[src/mturd_pkg.sv]
// ----------------------------------------------------------------------------
// mturd_pkg
// Shared constants, state encoding and controller/datapath interface structs.
// ----------------------------------------------------------------------------
package mturd_pkg;

  localparam int unsigned MT_N = 624;
  localparam int unsigned MT_M = 397;
  localparam int unsigned IDX_W = 10;

  localparam logic [IDX_W-1:0] LAST_IDX = IDX_W'(MT_N - 1);
  localparam logic [IDX_W-1:0] END_POS = IDX_W'(MT_N);
  localparam logic [31:0] DEFAULT_SEED = 32'd5489;
  localparam logic [31:0] INIT_MULT = 32'd1812433253;
  localparam logic [31:0] MATRIX_A = 32'h9908B0DF;
  localparam logic [31:0] FULL_WORD = 32'hFFFFFFFF;
  localparam logic [5:0] DIV_STEPS = 6'd32;

  // Request kinds carried on tuser.
  localparam logic KIND_DRAW = 1'b0;
  localparam logic KIND_RESTART = 1'b1;

  typedef enum logic [1:0] {
    RD_POS,
    RD_IDX,
    RD_NEXT,
    RD_FAR
  } rd_sel_t;

  typedef enum logic [3:0] {
    ST_BOOT,
    ST_IDLE,
    ST_SEED_WR,
    ST_SEED_MUL,
    ST_SEED_ADD,
    ST_DIV_LIM,
    ST_FETCH,
    ST_WORD_CAP,
    ST_CHECK,
    ST_DIV_VAL,
    ST_TW_RD0,
    ST_TW_RD1,
    ST_TW_RD2,
    ST_TW_WR,
    ST_DONE
  } state_t;

  typedef struct packed {
    logic    item_load;
    logic    seed_boot;
    logic    seed_mul;
    logic    seed_add;
    logic    seed_wr;
    logic    seed_end;
    logic    div_start;
    logic    div_src_word;
    logic    lim_set;
    rd_sel_t rd_sel;
    logic    word_cap;
    logic    tw_cap_a;
    logic    tw_cap_b;
    logic    tw_wr;
    logic    idx_clr;
    logic    idx_inc;
    logic    pos_clr;
    logic    out_load;
  } cmd_t;

  typedef struct packed {
    logic item_restart;
    logic item_zero;
    logic idx_last;
    logic pos_end;
    logic div_busy;
    logic reject;
    logic out_busy;
  } sts_t;

endpackage

[src/mturd_ctrl.sv]
// ----------------------------------------------------------------------------
// mturd_ctrl
// Sequencer for seeding, state regeneration, rejection sampling and results.
// ----------------------------------------------------------------------------
module mturd_ctrl (
  input  logic            clk,
  input  logic            rst,
  input  logic            in_valid,
  output logic            in_ready,
  input  mturd_pkg::sts_t sts,
  output mturd_pkg::cmd_t cmd
);
  import mturd_pkg::*;

  state_t state, state_next;
  logic   boot, boot_next;

  always_ff @(posedge clk) begin
    if (rst) begin
      state <= ST_BOOT;
      boot  <= 1'b1;
    end else begin
      state <= state_next;
      boot  <= boot_next;
    end
  end

  always_comb begin
    state_next = state;
    boot_next  = boot;
    cmd        = '0;
    cmd.rd_sel = RD_POS;
    in_ready   = 1'b0;
    unique case (state)
      ST_BOOT: begin
        cmd.seed_boot = 1'b1;
        state_next    = ST_SEED_WR;
      end
      ST_IDLE: begin
        in_ready = 1'b1;
        if (in_valid) begin
          cmd.item_load = 1'b1;
          priority if (sts.item_restart) begin
            state_next = ST_SEED_WR;
          end else if (sts.item_zero) begin
            state_next = ST_DONE;
          end else begin
            cmd.div_start = 1'b1;
            state_next    = ST_DIV_LIM;
          end
        end
      end
      ST_SEED_WR: begin
        cmd.seed_wr = 1'b1;
        if (sts.idx_last) begin
          cmd.seed_end = 1'b1;
          boot_next    = 1'b0;
          state_next   = boot ? ST_IDLE : ST_DONE;
        end else begin
          state_next = ST_SEED_MUL;
        end
      end
      ST_SEED_MUL: begin
        cmd.seed_mul = 1'b1;
        state_next   = ST_SEED_ADD;
      end
      ST_SEED_ADD: begin
        cmd.seed_add = 1'b1;
        state_next   = ST_SEED_WR;
      end
      ST_DIV_LIM: begin
        if (!sts.div_busy) begin
          cmd.lim_set = 1'b1;
          state_next  = ST_FETCH;
        end
      end
      ST_FETCH: begin
        if (sts.pos_end) begin
          cmd.idx_clr = 1'b1;
          state_next  = ST_TW_RD0;
        end else begin
          cmd.rd_sel = RD_POS;
          state_next = ST_WORD_CAP;
        end
      end
      ST_WORD_CAP: begin
        cmd.word_cap = 1'b1;
        state_next   = ST_CHECK;
      end
      ST_CHECK: begin
        if (sts.reject) begin
          state_next = ST_FETCH;
        end else begin
          cmd.div_start    = 1'b1;
          cmd.div_src_word = 1'b1;
          state_next       = ST_DIV_VAL;
        end
      end
      ST_DIV_VAL: begin
        if (!sts.div_busy) begin
          state_next = ST_DONE;
        end
      end
      ST_TW_RD0: begin
        cmd.rd_sel = RD_IDX;
        state_next = ST_TW_RD1;
      end
      ST_TW_RD1: begin
        cmd.tw_cap_a = 1'b1;
        cmd.rd_sel   = RD_NEXT;
        state_next   = ST_TW_RD2;
      end
      ST_TW_RD2: begin
        cmd.tw_cap_b = 1'b1;
        cmd.rd_sel   = RD_FAR;
        state_next   = ST_TW_WR;
      end
      ST_TW_WR: begin
        cmd.tw_wr = 1'b1;
        if (sts.idx_last) begin
          cmd.pos_clr = 1'b1;
          state_next  = ST_FETCH;
        end else begin
          cmd.idx_inc = 1'b1;
          state_next  = ST_TW_RD0;
        end
      end
      ST_DONE: begin
        if (!sts.out_busy) begin
          cmd.out_load = 1'b1;
          state_next   = ST_IDLE;
        end
      end
      default: begin
        state_next = ST_IDLE;
      end
    endcase
  end

endmodule

[config.mk]
export PLATFORM = sky130hd
export DESIGN_NAME = mturd_ctrl
export DESIGN_NICKNAME = d
export VERILOG_FILES = /design/src/mturd_pkg.sv /design/src/mturd_ctrl.sv
export SDC_FILE = /design/constraint.sdc
export NUM_CORES = 1
export LEC_CHECK = 0
export CORE_AREA = 2 2 39 41
export CTS_CLUSTER_DIAMETER = 30
export DETAILED_ROUTE_END_ITERATION = 12
export DIE_AREA = 0 0 41 43
export DONT_BUFFER_PORTS = 1
export MAX_ROUTING_LAYER = met4
export PLACE_DENSITY = 0.72
export SYNTH_ARGS = -nofsm -noshare
export SYNTH_HDL_FRONTEND = slang
export SYNTH_SLANG_ARGS = --single-unit
[constraint.sdc]
create_clock -name clk -period 2.5 [get_ports clk]
set_input_delay 0.625 -clock clk [delete_from_list [all_inputs] [get_ports clk]]
set_output_delay 0.625 -clock clk [all_outputs]
set_load 0.05 [all_outputs]
==> metrics.cfg <==
[sta]
clock_skew_ns = 0.000755
min_period_over_period = 0.901
slew_violations = 0
fmax_mhz = 444
fin_tns_setup_ns = 0
finalCriticalPeriod_ns = 2.25
finalSetupViolCount = 0
hold_violations = 0
rsz0062_at_grt = false
relSlewSlack = 0.679
finalWorstSetupSlack_ns = 0.247
worst-slew-pin-transition_ns = 0.481

[synthesis]
avgSynthCellArea_um2 = 6.85
synthFlopType = dfxtp_1
synth-async-reset-ratio = 0
yosys_warnings = 0
syn-instance-count = 91
synth_edf_count = 0
ys_ff_latch = 5
synth_nets = 101
synth_cell_types = 36
syn_area_um2 = 623
synth.yosys.seq_area_share = 0.161

[cts]
cts_hold_buf = 0
htreeDepth = 1
cts.sinks = 5
clockRootBuffer = clkbuf_4
post_cts_resized = 0
tritoncts = yes
cts_buffers = 3
clockBufferDepth = 2
insertion_delay_ns = 0.24
clkTransAtPathRegs_ns = 0.04
cts_setup_buffers = 0

[worst_setup_path]
crit_chain = nand2b_1, nor4_2, a21o_1, buf_12
critPathMaxStageDelay_ns = 0.61
critical_path.startpoint = state[3]
crit_type = flop to primary output
crit_arrival_ns = 1.63
r2r-start = state[3]
path_max_fanout = 14
crit_family = flip-flops
r2r_cells = 6
cp-start-kind = flop
rrSetupSlack_ns = 0.73
cp-end-kind = primary output
r2r_end = state[2]
endpoint = cmd[12]
cp.required_ns = 1.88
slowest_stage = dfxtp_1
cp.depth = 4
path_buf_inv = 1

[pwr]
p_leak_uw = 0.000366
ir_drop_mv = 0.619
total_power_uw = 1030
pwr_density_cell_nw_per_um2 = 1150

[die]
rows = 14
coreArea_um2 = 1380
die_h_um = 43
io_pins = 30
initial_core_util = 0.450
die-area_um2 = 1760
die_w_um = 41

[route]
first_iter_violations = 32
postRouteAntennaNets = 0
vias_per_cell = 6.24
drc = 0
drt_wl_total_um = 1930
vias = 805
drtPass1Iterations = 4
wl_per_cell_um = 15.0

[worst_hold_path]
hold_path_class = flop to flop
holdPathStages = 2

[placed_design]
gp_congestion = 0.904
hpwl_um = 1560
port_buffers = 0
placed_area_um2 = 862
preCtsSetupSlack_ns = 0.491

[global_route]
grt_antenna_before_repair = 0
grt_max_degree = 15
grt_pass1_wl_um = 3160
track_usage = 0.270
grt_pass1_vias = 749
grt_overflow = 0

[job]
max_cap_violations = 0

[layout]
num_antenna_cells = 0
drive_above_1_share = 0.372
nets = 124
design_area_um2 = 888
area_growth_pct = 42.6

[outcome]
status = completed

[tightest hold or removal path, cell delays in order (launching register included)]
cell	delay, ns
dfxtp_1	0.31
inv_1	0.07
o21bai_1	0.07
[where the power goes]
group          switching [uW]  internal [uW]
logic                     478            276
clock network            29.9           60.1
registers                70.7            110
[logic make-up (layout without fill, tap and decap cells)]
family / after synthesis / count (layout) / share of synthesized area
buf+inv: 11 / 33 / 0.0883
compound gates: 29 / 29 / 0.333
simple gates: 46 / 46 / 0.418
flops: 5 / 5 / 0.161
[metrics by stage]
step	cells	utilization	hold WS (ns)
floorplan	91	-	0.458
global placement	125	0.623	0.475
detailed placement	125	0.623	0.494
CTS	129	0.642	0.495
global route	129	0.642	0.501
finish	129	0.642	0.499
[how the worst min path moves through the flow]
stage,end,startpoint,slack [ns]
after floorplan,boot,boot,0.46
after global placement,boot,boot,0.48
after detailed placement,boot,boot,0.49
after CTS,state[1],rst,0.50
after global routing,boot,rst,0.50
final,boot,boot,0.50
[synthesized netlist by cell type (all sizes together) (2+ instances only)]
library cell  instances  area, um2
and2                  3       18.8
nor3                  5       25.0
or3                   2       12.5
nor2b                 4       25.0
nor2                  7       26.3
nor4                  5       31.3
inv                   4       15.0
o311ai                2       17.5
a211oi                2       15.0
o22ai                 3       18.8
dfxtp                 5        100
buf                   6       36.3
a21oi                 7       35.0
o21ai                 5       25.0
o221ai                2       23.8
nand2b                6       45.0
nand2                 9       33.8
[cell type report]
class	count	area (um2)
clock buffer	4	26.3
fill	136	495
inverter	4	15.0
multi-input combinational	75	514
sequential	5	100
tap	16	20.0
timing repair buffer	25	213
[state kept, by name (all words and copies together), names as in the netlist]
register / flops
state: 4
boot: 1
[routing by layer]
metal / up-vias / share of wire / routed length, um / global-route usage
met2: 35 / 0.53 / 1030 / 0.419
met4: 0 / 0.019 / 36 / 0.173
met1: 376 / 0.39 / 757 / 0.301
met5: - / 0 / 0 / -
li1: 388 / - / - / -
met3: 6 / 0.055 / 107 / 0.0471
[cells in the final DEF, fill, tap and decap left out, drive strengths merged, types with 2 or more instances in the layout]
cell	count
buf	25
nand2	9
a21oi	7
nor2	7
nand2b	6
o21ai	5
dfxtp	5
nor3	5
nor4	5
nor2b	4
inv	4
clkbuf	4
o22ai	3
and2	3
a211oi	2
or3	2
o221ai	2
o311ai	2
Power figures use the tool's default switching activity.
